[src/spq_pkg.sv]
package spq_pkg;

    localparam int STATUS_W = 2;

    typedef enum logic [STATUS_W-1:0] {
        ST_DONE  = 2'd0,
        ST_FULL  = 2'd1,
        ST_EMPTY = 2'd2
    } spq_status_t;

    typedef enum logic {
        OP_INSERT = 1'b0,
        OP_REMOVE = 1'b1
    } spq_op_t;

    typedef struct packed {
        logic ins;
        logic rem;
    } spq_ctrl_t;

endpackage

[src/spq_cell.sv]
module spq_cell #(
    parameter int IDX        = 0,
    parameter int CNT_W      = 5,
    parameter int DATA_WIDTH = 16,
    parameter int PRIO_WIDTH = 8
) (
    input  logic                  aclk,
    input  spq_pkg::spq_ctrl_t    ctrl,
    input  logic [CNT_W-1:0]      count,
    input  logic [DATA_WIDTH-1:0] ins_data,
    input  logic [PRIO_WIDTH-1:0] new_prio,
    input  logic                  left_le,
    input  logic [DATA_WIDTH-1:0] left_data,
    input  logic [PRIO_WIDTH-1:0] left_prio,
    input  logic [DATA_WIDTH-1:0] right_data,
    input  logic [PRIO_WIDTH-1:0] right_prio,
    output logic                  le,
    output logic [DATA_WIDTH-1:0] data,
    output logic [PRIO_WIDTH-1:0] prio
);
    import spq_pkg::*;

    logic [DATA_WIDTH-1:0] data_reg, data_next;
    logic [PRIO_WIDTH-1:0] prio_reg, prio_next;
    logic                  occ;

    assign occ  = count > CNT_W'(IDX);
    assign le   = occ && (prio_reg <= new_prio);
    assign data = data_reg;
    assign prio = prio_reg;

    always_comb begin
        data_next = data_reg;
        prio_next = prio_reg;
        if (ctrl.ins && !le) begin
            if (left_le) begin
                data_next = ins_data;
                prio_next = new_prio;
            end else begin
                data_next = left_data;
                prio_next = left_prio;
            end
        end else if (ctrl.rem) begin
            data_next = right_data;
            prio_next = right_prio;
        end
    end

    always_ff @(posedge aclk) begin
        data_reg <= data_next;
        prio_reg <= prio_next;
    end

endmodule

[src/sorted_priority_queue.sv]
// channel | dir | tdata (low bit up)                      | tuser
// s_axis  | in  | item_data, item_priority                | mode
// m_axis  | out | head_data, head_priority, fill_count    | status
//
// One word per cycle while s_axis_tready is high: every cell compares the new
// priority in parallel, and cells shift one place toward a neighbor on insert or remove.
// The result sits in an output register; s_axis_tready drops only while
// that register is full and m_axis_tready is low.
// Reset clears the fill count and the output valid; cell contents are not reset.
module sorted_priority_queue #(
    parameter int DEPTH      = 16,
    parameter int DATA_WIDTH = 16,
    parameter int PRIO_WIDTH = 8,
    localparam int CNT_W     = $clog2(DEPTH + 1),
    localparam int IN_W      = ((DATA_WIDTH + PRIO_WIDTH + 7) / 8) * 8,
    localparam int OUT_W     = ((DATA_WIDTH + PRIO_WIDTH + CNT_W + 7) / 8) * 8
) (
    input  logic                          aclk,
    input  logic                          aresetn,
    input  logic                          s_axis_tvalid,
    output logic                          s_axis_tready,
    input  logic [IN_W-1:0]               s_axis_tdata,  // item_data, item_priority
    input  logic                          s_axis_tuser,  // mode
    output logic                          m_axis_tvalid,
    input  logic                          m_axis_tready,
    output logic [OUT_W-1:0]              m_axis_tdata,  // head_data, head_priority, fill_count
    output logic [spq_pkg::STATUS_W-1:0]  m_axis_tuser   // status
);
    import spq_pkg::*;

    logic [CNT_W-1:0]      count_reg, count_next;
    logic                  m_valid_reg, m_valid_next;
    logic [OUT_W-1:0]      m_data_reg, m_data_next;
    spq_status_t           m_status_reg, m_status_next;

    logic                  in_acc, is_full, is_empty;
    spq_ctrl_t             ctrl;
    logic [DATA_WIDTH-1:0] ins_data;
    logic [PRIO_WIDTH-1:0] new_prio;
    logic [DATA_WIDTH-1:0] head_data;
    logic [PRIO_WIDTH-1:0] head_prio;

    logic [DATA_WIDTH-1:0] cell_data [DEPTH];
    logic [PRIO_WIDTH-1:0] cell_prio [DEPTH];
    logic                  cell_le   [DEPTH];

    assign s_axis_tready = !m_valid_reg || m_axis_tready;
    assign in_acc        = s_axis_tvalid && s_axis_tready;
    assign ins_data      = s_axis_tdata[DATA_WIDTH-1:0];
    assign new_prio      = s_axis_tdata[DATA_WIDTH +: PRIO_WIDTH];
    assign is_full       = count_reg == CNT_W'(DEPTH);
    assign is_empty      = count_reg == '0;

    assign ctrl.ins = in_acc && (spq_op_t'(s_axis_tuser) == OP_INSERT) && !is_full;
    assign ctrl.rem = in_acc && (spq_op_t'(s_axis_tuser) == OP_REMOVE) && !is_empty;

    for (genvar i = 0; i < DEPTH; i++) begin : g_cell
        logic                  l_le;
        logic [DATA_WIDTH-1:0] l_data, r_data;
        logic [PRIO_WIDTH-1:0] l_prio, r_prio;

        if (i == 0) begin : g_first
            assign l_le   = 1'b1;
            assign l_data = ins_data;
            assign l_prio = new_prio;
        end else begin : g_mid
            assign l_le   = cell_le[i-1];
            assign l_data = cell_data[i-1];
            assign l_prio = cell_prio[i-1];
        end

        if (i == DEPTH - 1) begin : g_last
            assign r_data = cell_data[i];
            assign r_prio = cell_prio[i];
        end else begin : g_inner
            assign r_data = cell_data[i+1];
            assign r_prio = cell_prio[i+1];
        end

        spq_cell #(
            .IDX        (i),
            .CNT_W      (CNT_W),
            .DATA_WIDTH (DATA_WIDTH),
            .PRIO_WIDTH (PRIO_WIDTH)
        ) u_cell (
            .aclk       (aclk),
            .ctrl       (ctrl),
            .count      (count_reg),
            .ins_data   (ins_data),
            .new_prio   (new_prio),
            .left_le    (l_le),
            .left_data  (l_data),
            .left_prio  (l_prio),
            .right_data (r_data),
            .right_prio (r_prio),
            .le         (cell_le[i]),
            .data       (cell_data[i]),
            .prio       (cell_prio[i])
        );
    end

    assign head_data = ctrl.rem ? cell_data[0] : '0;
    assign head_prio = ctrl.rem ? cell_prio[0] : '0;

    always_comb begin
        count_next    = count_reg;
        m_valid_next  = m_valid_reg;
        m_data_next   = m_data_reg;
        m_status_next = m_status_reg;
        if (ctrl.ins) begin
            count_next = count_reg + CNT_W'(1);
        end else if (ctrl.rem) begin
            count_next = count_reg - CNT_W'(1);
        end
        if (m_axis_tready) begin
            m_valid_next = 1'b0;
        end
        if (in_acc) begin
            m_valid_next = 1'b1;
            m_data_next  = OUT_W'({count_next, head_prio, head_data});
            if (spq_op_t'(s_axis_tuser) == OP_INSERT) begin
                m_status_next = is_full ? ST_FULL : ST_DONE;
            end else begin
                m_status_next = is_empty ? ST_EMPTY : ST_DONE;
            end
        end
    end

    always_ff @(posedge aclk) begin
        if (!aresetn) begin
            count_reg   <= '0;
            m_valid_reg <= 1'b0;
        end else begin
            count_reg   <= count_next;
            m_valid_reg <= m_valid_next;
        end
        m_data_reg   <= m_data_next;
        m_status_reg <= m_status_next;
    end

    assign m_axis_tvalid = m_valid_reg;
    assign m_axis_tdata  = m_data_reg;
    assign m_axis_tuser  = m_status_reg;

endmodule

[config.mk]
export PLATFORM = sky130hd
export DESIGN_NAME = sorted_priority_queue
export DESIGN_NICKNAME = d
export VERILOG_FILES = /design/src/spq_pkg.sv /design/src/spq_cell.sv /design/src/sorted_priority_queue.sv
export SDC_FILE = /design/constraint.sdc
export NUM_CORES = 1
export LEC_CHECK = 0
export ABC_AREA = 1
export BUFFER_PORTS_ARGS = -buffer_cell sky130_fd_sc_hd__buf_2
export CAP_MARGIN = 0
export CORE_AREA = 2 2 277 279
export CTS_CLUSTER_DIAMETER = 80
export DETAILED_ROUTE_END_ITERATION = 6
export DIE_AREA = 0 0 279 281
export PLACE_DENSITY = 0.54
export SLEW_MARGIN = 20
export SYNTH_ARGS = -nofsm -noshare
export SYNTH_HDL_FRONTEND = slang
export SYNTH_HIERARCHICAL = 1
export SYNTH_SLANG_ARGS = --single-unit
[constraint.sdc]
create_clock -name aclk -period 3.17 [get_ports aclk]
set_input_delay 0.1585 -clock aclk [delete_from_list [all_inputs] [get_ports aclk]]
set_output_delay 0.1585 -clock aclk [all_outputs]
set_load 0.1 [all_outputs]
# Word level (Yosys, flattened, before mapping)
# Index checks and enable logic that the tools add are counted.
# classes
add_sub_neg,2
n_mul,0
div_mod_pow,0
order_cmp,32
n_eq_ne,1
n_shift,0
muxes,97
bitwise_logic,1
n_reduce_logical,74
# ops
operator,count
16-bit two-way mux,45
8-bit two-way mux,45
8-bit less-or-equal comparator,16
5-bit by 4-bit greater-than comparator with 1-bit output (second input constant),8
1-bit logical AND,37
2-bit nonzero test,16
5-bit by 3-bit greater-than comparator with 1-bit output (second input constant),4
1-bit logical NOT,19
5-bit by 1-bit greater-than comparator with 1-bit output (second input constant),2
5-bit by 2-bit greater-than comparator with 1-bit output (second input constant),2
5-bit two-way mux,2
5-bit by 1-bit adder with 5-bit output (second input constant),1
5-bit == test (second input constant),1
5-bit logical NOT,1
5-bit by 1-bit subtractor with 5-bit output (second input constant),1
2-bit two-way mux,2
1-bit two-way mux,3
1-bit logical OR,1
1-bit inverter,1
# totals
reg_bits,421
latchBits,0
mem_bits_rw,0
mem_bits_ro,0
inputBits,29
out_inout_bits,36
n_memories,0

# Longest topological paths before layout
# depth
depth_word,7
mapped_depth,18

# Modules after synthesis
# Netlist, hierarchy kept.
# by_module_without_submodules
mod,instances,cells_per_inst,area_each_um2,seq_area_each_um2
spq_cell at g_cell[13].u_cell ...,3,172,1616.6,720.7
spq_cell at g_cell[2].u_cell ...,2,174,1621.6,720.7
spq_cell at g_cell[9].u_cell,1,175,1672.9,720.7
spq_cell at g_cell[8].u_cell,1,174,1671.6,720.7
spq_cell at g_cell[6].u_cell,1,174,1669.1,720.7
spq_cell at g_cell[7].u_cell,1,172,1662.8,720.7
spq_cell at g_cell[10].u_cell,1,174,1629.1,720.7
sorted_priority_queue,1,159,1627.8,1051.0
spq_cell at g_cell[12].u_cell,1,174,1627.8,720.7
spq_cell at g_cell[0].u_cell,1,174,1626.6,720.7
spq_cell at g_cell[1].u_cell,1,174,1620.3,720.7
spq_cell at g_cell[14].u_cell,1,172,1617.8,720.7
spq_cell at g_cell[11].u_cell,1,173,1616.6,720.7
spq_cell at g_cell[15].u_cell,1,171,1612.8,720.7

# Worst setup path before layout
# No wires, ideal clock.
# synth_path
path_type,flip-flop to flip-flop
startpoint,"register m_valid_reg, in the netlist m_axis_tvalid"
endpoint,register g_cell[0].u_cell.data_reg[0] (enable)
setup_time_ps,426
arrival_ps,2926
slack_ps,-182
path_stages_with_launch,10
synth_period_minus_slack_ps,3352
cell_sequence,dfxtp_1 -> nand2_2 -> nand2_1 -> nor2_2 -> nand2_2 -> inv_2 -> clkbuf_1 -> nand2_4 -> buf_6 -> nand2_1
# synth_rtl
element,line,text
start: declaration,sorted_priority_queue.sv:32,"logic m_valid_reg, m_valid_next;"
start signal: assignment,sorted_priority_queue.sv:135,m_valid_reg <= m_valid_next;
end signal: assignment,spq_cell.sv:50,data_reg <= data_next;
end: declaration,spq_cell.sv:23,"logic [DATA_WIDTH-1:0] data_reg, data_next;"

==> results.toml <==
[outcome]
status = "finished, final reports clean"

[clocking]
cts_tree = "yes"
htree_levels = 2
ctsResizeCount = 0
clock_path_buffers = 3
root_buffer = "clkbuf_16"
clock_latency_ns = 0.62
path_clk_slew_ns = 0.06
cts_buffers = 52
clock-sinks = 421

[grt]
grt_first_pass_wirelength_mm = 118
groute.usage.overall_pct = 18.7
overflow = 0
antenna_found_initial = 1
grt_max_degree = 75
first_global_vias = 21192

[power_and_ir_drop]
power.density_nw_per_um2 = 562
p_leak_uw = 0.0139
ir_worst_vdd_v = 0.000426

[sta]
hold_viol_final = 0
setup_ws_ns = 0.384
drv_slew = 0
setup_violations = 0
fin_skew_ns = 0.0269
fin_setup_tns_ns = 0
whs_ns = 0.0636
maxSlewHeadroom_pct = 48.5
tightest_slew_ns = 0.770
period_needed_ns = 2.79
post-route-period-util_pct = 87.9
rsz0062_at_grt = "false"
max_freq_ghz = 0.359

[layout]
largest_reg_flops = 256
regArea_um2 = 12600
area_delta_synth_final_pct = 11.4
final_util_pct = 41.0
multi_input_area_um2 = 13100
n_antenna_cell = 0
nets = 3145
drive_above_1_share_pct = 24.8
fillers = 7307

[critical_path]
crit_type = "flop to flop"
arrival_ns = 3.15
crit_required_ns = 3.53
startpoint_type = "flop"
path_max_fanout = 18
cp-end-kind = "flop"

[synth]
yosysWarnings = 6
netlist_instances = 2929
syn_area_um2 = 27700
postSynthAreaPerCell_um2 = 9.47

[routing]
first_iter_violations = 1462
drt_wl_total_mm = 74.5
num_vias = 20528
viasPerCell = 5.13
first_pass_iters = 5
routedWlPerCell_um = 18.6
ant_nets = 0
drc = 0

[floorplan]
start_util_pct = 36.8
die-area_um2 = 78400
rows = 101
dieWidth_um = 279
coreArea_um2 = 75400
die_h_um = 281
io_pins = 65

[worst_hold_path]
holdCritPathClass = "input port to flop"

[place]
portBuffers = 61
dp_hpwl_mm = 54.1
gp_congestion = 0.831
pre_cts_ws_ns = 0.428

[run]
drv_cap = 0
-- metal layers --
layer	up-vias	part of all wire, %	wire length (µm)	global-route usage [%]
li1	10006	-	-	-
met1	9906	45	33600	24.4
met2	509	49	36200	33.1
met3	107	4.3	3200	2.19
met4	0	2.0	1490	4.58
met5	-	0	0	0
-- path summary, 6_finish.rpt --
check	startpoint	endpoint	slack [ns]	depth (start not counted)
setup / recovery	count_reg[2]	g_cell[13].u_cell/prio[3]	0.38	8
hold / removal	s_axis_tvalid	m_axis_tdata[28]	0.06	4
hold reg to reg	g_cell[11].u_cell/data[5]	g_cell[10].u_cell/data[5]	0.53	2
setup reg to reg	count_reg[2]	g_cell[13].u_cell/prio[3]	0.38	8
-- cell usage in the layout, fill, tap and decap left out, types with 2 or more instances in the layout --
cell and count:
nand2_1 920, edfxtp_1 415, nand3_1 393, mux2_2 384, inv_1 244, ha_1 130
buf_4 87, nor2_1 67, buf_2 61, nand2_2 54, clkbuf_16 52, a21oi_1 38
nand2_4 29, nor2_2 19, a21o_1 16, nand4_1 16, buf_12 14, clkinv_2 11
bufinv_16 9, clkbuf_1 8, inv_2 5, clkinv_1 5, clkinvlp_4 5, dfxtp_1 5
conb_1 4, nand2_8 4, dlygate4sd3_1 4, nand3_2 2, inv_8 2, xor2_1 2
inv_6 2, nor3_1 2, o21bai_1 2
-- critical path, cell delays in order (launching register included) --
cell	delay [ns]
dfxtp_1	0.70
nand2_1	0.11
o21bai_1	0.64
nand2_4	0.23
inv_1	0.13
buf_4	0.22
mux2_2	0.36
nand3_1	0.08
nand2_1	0.06
-- final cells by class --
class | instances | area share [%]
multi-input cells | 2094 | 42.3
flip-flops and latches | 421 | 40.7
clock buffers | 60 | 4.31
repair buffers | 166 | 4.14
well taps | 978 | 3.96
inverters | 251 | 3.07
clock inverters | 35 | 1.46
-- where the power goes --
part	leakage (µW)	switching, µW	internal [µW]
sequential	0.00401	431	7010
combinational	0.00908	2270	1400
clock	0.000863	2500	3760
-- stage by stage --
step	instances	instance area [µm²]	total power (µW)
after global placement	3906	29100	11100
after global routing	4005	30900	18200
after floorplan	2931	27800	10100
after detailed placement	3906	29100	11200
after CTS	4005	30900	17500
final	4005	30900	17400
-- repair_timing --
item,4_1_cts,5_1_grt
hold buffers,4,0
buffers inserted,0,0
hold endpoints to repair,8,0
(Power assumes the default switching activity.)
